### src/hw/rtl/pesa_pkg.sv
// Shared types and constants for the projective eta slice assigner.
package pesa_pkg;

	localparam int SLICE_COUNT = 8;
	localparam int Q_FRAC      = 14;

	typedef logic        [3:0]  layer_t;
	typedef logic signed [16:0] coord_z_t;
	typedef logic        [13:0] radius_t;
	typedef logic signed [13:0] vtx_t;
	typedef logic        [12:0] hw_t;
	typedef logic        [13:0] wslope_t;
	typedef logic        [7:0]  mask_t;
	typedef logic        [3:0]  count_t;
	typedef logic        [3:0]  slot_t;
	typedef logic signed [17:0] dist_t;
	typedef logic        [27:0] wr_t;
	typedef logic        [29:0] fr_t;
	typedef logic signed [33:0] acc_t;
	typedef logic        [0:0]  cfg_idx_t;
	typedef logic        [13:0] cfg_data_t;

	localparam cfg_idx_t CFG_VERTEX_Z   = 1'd0;
	localparam cfg_idx_t CFG_HALF_WIDTH = 1'd1;

	// Boundary factors 0.64, 1.51, 2.94 in unsigned Q2.14.
	localparam logic [15:0] F_Q [3] = '{16'd10486, 16'd24740, 16'd48169};

	// w = floor((2*hw*256 + 135) / 270) via reciprocal, exact for 23-bit dividends.
	localparam logic [22:0] W_BIAS  = 23'd135;
	localparam logic [23:0] W_RECIP = 24'd15907287;
	localparam wslope_t     W_MAX   = 14'd15533;

	localparam logic [2:0] SLICE_ORDER [SLICE_COUNT] =
		'{3'd7, 3'd5, 3'd3, 3'd1, 3'd0, 3'd2, 3'd4, 3'd6};

	function automatic wslope_t width_slope(input hw_t hw);
		logic [22:0] x;
		logic [46:0] prod;
		begin
			x    = {1'b0, hw, 9'b0} + W_BIAS;
			prod = 47'(x) * 47'(W_RECIP);
			return prod[45:32];
		end
	endfunction

endpackage

### src/hw/rtl/pesa_point_if.sv
// Handshake channel carrying one space point.
interface pesa_point_if;
	import pesa_pkg::*;

	logic     valid;
	logic     ready;
	layer_t   layer_index;
	coord_z_t point_z;
	radius_t  point_r;

	modport source(output valid, output layer_index, output point_z, output point_r,
		input ready);
	modport sink(input valid, input layer_index, input point_z, input point_r,
		output ready);
endinterface

### src/hw/rtl/pesa_slice_if.sv
// Handshake channel carrying one slice assignment result.
interface pesa_slice_if;
	import pesa_pkg::*;

	logic   valid;
	logic   ready;
	layer_t out_layer;
	mask_t  slice_mask;
	count_t slice_count;

	modport source(output valid, output out_layer, output slice_mask, output slice_count,
		input ready);
	modport sink(input valid, input out_layer, input slice_mask, input slice_count,
		output ready);
endinterface

### src/hw/rtl/projective_eta_slice_assigner.sv
// Projective eta slice assigner: four-stage pipeline from point to slice mask.
// An accepted point is registered in stage 1, then stages 2 and 3, and stage 4 drives the result.
// Throughput: one point per cycle; each stage holds only when its successor is full.
// The width slope is computed when half_width is written, so no per-item divider.
// Reset (arst_n low) clears all stage valid bits and the vertex, half-width and slope registers to zero.
module projective_eta_slice_assigner (
	input  logic                clk,
	input  logic                arst_n,
	input  logic                cfg_we,
	input  pesa_pkg::cfg_idx_t  cfg_index,
	input  pesa_pkg::cfg_data_t cfg_data,
	pesa_point_if.sink          point,
	pesa_slice_if.source        result
);
	import pesa_pkg::*;

	vtx_t    vz_q;
	hw_t     hw_q;
	wslope_t w_q;

	logic v_s1, v_s2, v_s3, v_s4;
	logic adv1, adv2, adv3, adv4;

	layer_t layer_s1, layer_s2, layer_s3, layer_s4;
	dist_t  d_s1;
	wr_t    wr_s1;
	fr_t    fr_s1 [3];

	acc_t lhs_s2, sa_s2, up_s2, dn_s2;
	acc_t sb_s2 [3];
	acc_t sc_s2 [3];
	acc_t nr_s2 [3];
	logic neg_s2;

	slot_t first_s3, last_s3;
	mask_t  mask_s4;
	count_t count_s4;

	// configuration
	always_ff @(posedge clk or negedge arst_n) begin
		if (!arst_n) begin
			vz_q <= '0;
			hw_q <= '0;
			w_q  <= '0;
		end else if (cfg_we) begin
			unique case (cfg_index)
				CFG_VERTEX_Z: vz_q <= vtx_t'(cfg_data);
				CFG_HALF_WIDTH: begin
					hw_q <= cfg_data[12:0];
					w_q  <= width_slope(cfg_data[12:0]);
				end
				default: ;
			endcase
		end
	end

	// flow control
	assign adv4        = !v_s4 || result.ready;
	assign adv3        = !v_s3 || adv4;
	assign adv2        = !v_s2 || adv3;
	assign adv1        = !v_s1 || adv2;
	assign point.ready = adv1;

	always_ff @(posedge clk or negedge arst_n) begin
		if (!arst_n) begin
			v_s1 <= 1'b0;
			v_s2 <= 1'b0;
			v_s3 <= 1'b0;
			v_s4 <= 1'b0;
		end else begin
			if (adv1) v_s1 <= point.valid;
			if (adv2) v_s2 <= v_s1;
			if (adv3) v_s3 <= v_s2;
			if (adv4) v_s4 <= v_s3;
		end
	end

	// stage 1: offset from vertex, slope products
	always_ff @(posedge clk) begin
		if (adv1 && point.valid) begin
			layer_s1 <= point.layer_index;
			d_s1     <= dist_t'(point.point_z) - dist_t'(vz_q);
			wr_s1    <= wr_t'(w_q) * wr_t'(point.point_r);
			for (int k = 0; k < 3; k++)
				fr_s1[k] <= fr_t'(point.point_r) * fr_t'(F_Q[k]);
		end
	end

	// stage 2: boundary sums
	acc_t  h_c, wr_c, dx_c, hwx_c, diff_c;
	acc_t  lhs_c, sa_c, up_c, dn_c;
	acc_t  sb_c [3];
	acc_t  sc_c [3];
	acc_t  nr_c [3];
	dist_t dabs_c;

	always_comb begin
		dabs_c = d_s1[17] ? -d_s1 : d_s1;
		lhs_c  = {3'b0, dabs_c[16:0], 14'b0};
		h_c    = {7'b0, hw_q, 14'b0};
		wr_c   = {6'b0, wr_s1};
		dx_c   = {{16{d_s1[17]}}, d_s1};
		hwx_c  = {21'b0, hw_q};
		sa_c   = h_c - wr_c;
		up_c   = (dx_c + hwx_c) <<< Q_FRAC;
		dn_c   = (hwx_c - dx_c) <<< Q_FRAC;
		diff_c = '0;
		for (int k = 0; k < 3; k++) begin
			nr_c[k] = {4'b0, fr_s1[k]} + wr_c;
			sb_c[k] = h_c + {4'b0, fr_s1[k]} - wr_c;
			diff_c  = nr_c[k] - h_c;
			sc_c[k] = diff_c[33] ? -diff_c : diff_c;
		end
	end

	always_ff @(posedge clk) begin
		if (adv2 && v_s1) begin
			layer_s2 <= layer_s1;
			neg_s2   <= d_s1[17];
			lhs_s2   <= lhs_c;
			sa_s2    <= sa_c;
			up_s2    <= up_c;
			dn_s2    <= dn_c;
			sb_s2    <= sb_c;
			sc_s2    <= sc_c;
			nr_s2    <= nr_c;
		end
	end

	// stage 3: comparisons, first and last slice position
	slot_t ffar_c, lfar_c, first_c, last_c;

	always_comb begin
		ffar_c = (lhs_s2 > sb_s2[1]) ? ((lhs_s2 > sb_s2[2]) ? 4'd7 : 4'd6)
		                             : ((lhs_s2 > sb_s2[0]) ? 4'd5 : 4'd4);
		lfar_c = (lhs_s2 > sc_s2[1]) ? ((lhs_s2 > sc_s2[2]) ? 4'd8 : 4'd7)
		                             : ((lhs_s2 > sc_s2[0]) ? 4'd6 : 4'd5);
		if (lhs_s2 > sa_s2) begin
			if (neg_s2) begin
				first_c = 4'd8 - lfar_c;
				last_c  = 4'd8 - ffar_c;
			end else begin
				first_c = ffar_c;
				last_c  = lfar_c;
			end
		end else begin
			last_c  = (up_s2 > nr_s2[1]) ? ((up_s2 > nr_s2[2]) ? 4'd8 : 4'd7)
			                             : ((up_s2 > nr_s2[0]) ? 4'd6 : 4'd5);
			first_c = (dn_s2 > nr_s2[1]) ? ((dn_s2 > nr_s2[2]) ? 4'd0 : 4'd1)
			                             : ((dn_s2 > nr_s2[0]) ? 4'd2 : 4'd3);
		end
	end

	always_ff @(posedge clk) begin
		if (adv3 && v_s2) begin
			layer_s3 <= layer_s2;
			first_s3 <= first_c;
			last_s3  <= last_c;
		end
	end

	// stage 4: slice range to mask through the order table
	mask_t  mask_c;
	count_t count_c;

	always_comb begin
		mask_c = '0;
		for (int k = 0; k < SLICE_COUNT; k++) begin
			if (4'(k) >= first_s3 && 4'(k) < last_s3)
				mask_c[SLICE_ORDER[k]] = 1'b1;
		end
		count_c = (last_s3 > first_s3) ? count_t'(last_s3 - first_s3) : '0;
	end

	always_ff @(posedge clk) begin
		if (adv4 && v_s3) begin
			layer_s4 <= layer_s3;
			mask_s4  <= mask_c;
			count_s4 <= count_c;
		end
	end

	assign result.valid       = v_s4;
	assign result.out_layer   = layer_s4;
	assign result.slice_mask  = mask_s4;
	assign result.slice_count = count_s4;

	a_count_matches_mask: assert property (@(posedge clk) disable iff (!arst_n)
		result.valid |-> result.slice_count == 4'($countones(result.slice_mask)))
		else $error("slice count differs from mask population");

	a_slot_range: assert property (@(posedge clk) disable iff (!arst_n)
		v_s3 |-> (first_s3 <= 4'd8) && (last_s3 <= 4'd8))
		else $error("slice position out of range");

	a_width_slope_bound: assert property (@(posedge clk) disable iff (!arst_n)
		cfg_we && cfg_index == CFG_HALF_WIDTH |=> w_q <= W_MAX)
		else $error("width slope exceeds bound");

	a_accept_enters: assert property (@(posedge clk) disable iff (!arst_n)
		point.valid && point.ready |=> v_s1)
		else $error("accepted transaction missing from stage 1");

	a_stall_keeps_s3: assert property (@(posedge clk) disable iff (!arst_n)
		v_s3 && v_s4 && !result.ready |=> v_s3 && v_s4)
		else $error("stalled transaction dropped");

endmodule

### src/flat_wrapper.sv
// flat-port wrapper written by rule: the top's interface ports become plain ports
module projective_eta_slice_assigner_flat import pesa_pkg::*;
  (clk, arst_n, cfg_we, cfg_index, cfg_data, point_valid, point_layer_index, point_point_z, point_point_r, point_ready, result_valid, result_out_layer, result_slice_mask, result_slice_count, result_ready);
  pesa_point_if point_i ();
  pesa_slice_if result_i ();
  input  logic clk;
  input  logic arst_n;
  input  logic cfg_we;
  input  pesa_pkg::cfg_idx_t cfg_index;
  input  pesa_pkg::cfg_data_t cfg_data;
  input wire logic [$bits(point_i.valid)-1:0] point_valid;
  input wire logic [$bits(point_i.layer_index)-1:0] point_layer_index;
  input wire logic [$bits(point_i.point_z)-1:0] point_point_z;
  input wire logic [$bits(point_i.point_r)-1:0] point_point_r;
  output wire logic [$bits(point_i.ready)-1:0] point_ready;
  output wire logic [$bits(result_i.valid)-1:0] result_valid;
  output wire logic [$bits(result_i.out_layer)-1:0] result_out_layer;
  output wire logic [$bits(result_i.slice_mask)-1:0] result_slice_mask;
  output wire logic [$bits(result_i.slice_count)-1:0] result_slice_count;
  input wire logic [$bits(result_i.ready)-1:0] result_ready;
  assign point_i.valid = point_valid;
  assign point_i.layer_index = point_layer_index;
  assign point_i.point_z = point_point_z;
  assign point_i.point_r = point_point_r;
  assign point_ready = point_i.ready;
  assign result_valid = result_i.valid;
  assign result_out_layer = result_i.out_layer;
  assign result_slice_mask = result_i.slice_mask;
  assign result_slice_count = result_i.slice_count;
  assign result_i.ready = result_ready;
  projective_eta_slice_assigner u_core (.clk(clk), .arst_n(arst_n), .cfg_we(cfg_we), .cfg_index(cfg_index), .cfg_data(cfg_data), .point(point_i), .result(result_i));
endmodule
### config.mk
export PLATFORM = sky130hd
export DESIGN_NAME = projective_eta_slice_assigner_flat
export DESIGN_NICKNAME = d
export VERILOG_FILES = /design/src/hw/rtl/pesa_pkg.sv /design/src/hw/rtl/pesa_point_if.sv /design/src/hw/rtl/pesa_slice_if.sv /design/src/hw/rtl/projective_eta_slice_assigner.sv /design/src/flat_wrapper.sv
export SDC_FILE = /design/constraint.sdc
export NUM_CORES = 2
export LEC_CHECK = 0
export BUFFER_PORTS_ARGS = -buffer_cell sky130_fd_sc_hd__buf_2
export CAP_MARGIN = 20
export CORE_MARGIN = 2
export CORE_UTILIZATION = 40
export DETAILED_ROUTE_END_ITERATION = 8
export PLACE_DENSITY = 0.62
export SETUP_SLACK_MARGIN = 0.15
export SLEW_MARGIN = 0
export SYNTH_ARGS = -nofsm -noshare
export SYNTH_HDL_FRONTEND = slang
export SYNTH_SLANG_ARGS = --single-unit
### constraint.sdc
create_clock -name clk -period 14.5 [get_ports clk]
set_input_delay 2.175 -clock clk [delete_from_list [all_inputs] [get_ports clk]]
set_output_delay 2.175 -clock clk [all_outputs]
set_load 0.005 [all_outputs]
==> reports/qor.csv <==
stage,metric,value,unit
clock_tree,clk_pin_slew,60,ps
clock_tree,cts_setup_buffers,0,
cells_and_area,diodes,0,
cells_and_area,fin_nets,7948,
logic_synthesis,syn_inst,6298,
floorplanning,fp-row-count,144,
cells_and_area,drive_above_1_share,4.752,%
grt,grt_usage,21.95,%
placed_design,port_buffers,72,
clock_tree,root_buffer,clkbuf_16,
floorplanning,io_pins,73,
logic_synthesis,synth_enable_flop_cells,528,
cells_and_area,fill_cells,14820,
grt,grt_pass1_wl,266400,um
sta,worstMarginPinSlew,1125,ps
clock_tree,hold_buffers,0,
critical_path,timing_worst_setup_path_type,in -> reg,
detailed_routing,vias,45370,
logic_synthesis,synthesis.area_per_instance,9.911,sq um
clock_tree,cts_sinks,573,
floorplanning,fp.coreArea,0.1546,sq mm
critical_path,cp_max_fo,7,
sta,slew_violations,0,
critical_path,path_cells,"buf_2, fa_1, inv_1, fa_1, inv_1, fa_1, fa_1, fa_1, inv_1, fa_1, fa_1, inv_1, ha_1, and4_1, and4_1, a221oi_1, nand4_1, a221oi_1, o31ai_1, o41a_1, a21oi_1, xnor2_1, o21ai_0",
sta,fin_tns_setup,0,ps
sta,max_freq,117.9,MHz
detailed_routing,drt-vias-per-instance,5.335,
detailed_routing,wl_per_cell,20.42,um
sta,rsz0062_at_grt,no,
critical_path,cp_slowest_cell,fa_1,
floorplanning,die_y,399.0,um
logic_synthesis,ys_seq_area_share,27.20,%
logic_synthesis,ys_types,109,
clock_tree,cts_buffer_depth,3,
sta,min_period,8483,ps
cells_and_area,area_delta_synth_final,8.495,%
floorplanning,die_x,399.0,um
placed_design,placed_cells,8372,
logic_synthesis,synth_area,0.06242,sq mm
detailed_routing,wirelength,173600,um
clock_tree,numCtsBuffers,72,
detailed_routing,ant_nets,0,
clock_tree,clk_latency,690,ps
min_path,hp-class,reg -> reg,
grt,grt_max_degree,172,
sta,setup_viol,0,
logic_synthesis,synth_seq_cells,573,
critical_path,worst_setup_path_start_kind,input pin,
detailed_routing,first_pass_iters,6,
floorplanning,fp.dieArea,0.1592,sq mm
critical_path,required,15010,ps
detailed_routing,drc_errors,0,
job,cap_violations,0,
sta,fin_crit_sh,58.50,%
placed_design,routabilityCongestion,0.9611,
placed_design,hpwl,145000,um
critical_path,cp-end-kind,flop,
grt,grt_pass1_vias,45880,
sta,skew,48.04,ps
floorplanning,start_util,40.38,%
critical_path,crit_top_cell,fa_1,
logic_synthesis,ys_warn_count,0,
grt,antenna_found_initial,4,
critical_path,max_stage_delay,630,ps
grt,grt.overflow.total,0,
detailed_routing,dr.first_iter.drc_count,3007,
clock_tree,cts_tree,built,
status,outcome,completed,
clock_tree,ctsResizeCount,0,
logic_synthesis,ys.flop_type,edfxtp_1,
logic_synthesis,async_flop_share,7.853,%
clock_tree,h-tree-depth,3,
critical_path,worst-endpoint-arrival,9000,ps
sta,hold_viol,0,
sta,slew_headroom,24.45,%
cells_and_area,final_cells,8504,
## layer usage
layer / track usage, % / share of wire, %
met1: 30.12 / 46
met2: 36.35 / 46
met3: 2.561 / 4.7
met4: 6.512 / 3.1
met5: 0 / 0
## worst max-delay path: cells and delay by family
kind,cells,cell delay (ps)
adders and majority gates,8,3830
xor gates and xnor gates,1,130
buffers and inverters,5,520
and+or+nand+nor,3,640
AOI/OAI and AO/OA,6,1690
## placed cells by master, fill, tap and decap left out, drive strengths merged, types with 31 or more instances in the layout
cell,count
nand2,340
dfrtp,45
a21oi,367
xor2,110
o21a,59
edfxtp,528
o21bai,55
or2,38
clkbuf,89
nand4,57
o21ai,232
a31oi,43
o31ai,31
buf,113
nand2b,71
a21o,187
or3,31
fa,415
nor4,39
xnor2,368
and2,104
nor2b,71
nor2,311
ha,1075
and3,35
nand3,96
nor3,107
a211oi,36
inv,1071
## kinds of logic after synthesis
family,Yosys count,share of synthesized area [%]
multiplexers,15,0.2626
AND/OR/NAND/NOR,1378,11.19
flip-flops,573,27.20
AO/OA/AOI/OAI,1210,12.72
buffers and inverters,1153,7.024
other,1,0.006008
XOR/XNOR,478,6.731
adder cells (fa/ha/maj),1490,34.86
## final timing paths
check                                                   from                              end  slack [ps]  depth (start not counted)
worst max-delay path                             cfg_data[2]       u_core.w_q[13]$_DFFE_PN0P_        6020                         23
worst min-delay path            u_core.layer_s2[0]$_DFFE_PP_     u_core.layer_s3[0]$_DFFE_PP_         420                          0
worst max register to register     u_core.wr_s1[1]$_DFFE_PP_       u_core.sc_s2[83]$_DFFE_PP_        7140                         22
worst min register to register  u_core.layer_s2[0]$_DFFE_PP_     u_core.layer_s3[0]$_DFFE_PP_         420                          0
max in group asynchronous                             arst_n        u_core.w_q[1]$_DFFE_PN0P_       12290                          2
min in group asynchronous                             arst_n  u_core.result.valid$_DFFE_PN0P_        1610                          2
## per-stage QoR
step	cell area, sq um	hold WS, ps	utilization (%)	setup WS (ps)
floorplan	62440	400.3	-	2963
global placement	65290	401.0	42.24	5455
detailed placement	65290	404.5	42.24	5381
CTS	67710	418.2	43.80	6082
global route	67720	423.5	43.81	5620
finish	67720	417.0	43.81	6017
## sequential cells by signal (all words and copies together) (netlist names), 8 cells and up
name                      flops
u_core.wr_s1                 28
u_core.up_s2                 19
u_core.dn_s2                 18
u_core.sb_s2                 99
u_core.w_q                   14
u_core.d_s1                  18
u_core.hw_q                  13
u_core.sc_s2                101
u_core.fr_s1                 78
u_core.sa_s2                 27
u_core.vz_q                  14
u_core.result.slice_mask      8
u_core.nr_s2                 87
u_core.lhs_s2                17
## cell type report
cell class / instances / area, sq um / area share, %
Multi-Input combinational cell: 4578 / 41080 / 60.66
Sequential cell: 573 / 16980 / 25.07
Inverter: 1065 / 3998 / 5.903
Tap cell: 2044 / 2557 / 3.776
Clock buffer: 89 / 1917 / 2.830
Timing Repair Buffer: 113 / 680.7 / 1.005
Clock inverter: 42 / 506.7 / 0.7483
## cells in the mapped netlist, types with 57 or more instances
| cell | number | share of area, % |
|---|---|---|
| nor2_1 | 308 | 1.9 |
| ha_1 | 1075 | 22 |
| nand2b_1 | 70 | 0.70 |
| xor2_1 | 109 | 1.5 |
| nand4_1 | 57 | 0.57 |
| clkbuf_1 | 61 | 0.37 |
| nor2b_1 | 70 | 0.70 |
| o21a_1 | 59 | 0.71 |
| nand3_1 | 94 | 0.75 |
| o21ai_0 | 219 | 1.8 |
| nor3_1 | 106 | 0.85 |
| nand2_1 | 340 | 2.0 |
| inv_1 | 1065 | 6.4 |
| and2_1 | 104 | 1.0 |
| a21o_1 | 187 | 2.2 |
| fa_1 | 415 | 13 |
| a21oi_1 | 363 | 2.9 |
| edfxtp_1 | 528 | 25 |
| xnor2_1 | 367 | 5.1 |
Power is not shown: default switching activity piles up to over one toggle a cycle in this logic, so the estimate is an artifact.
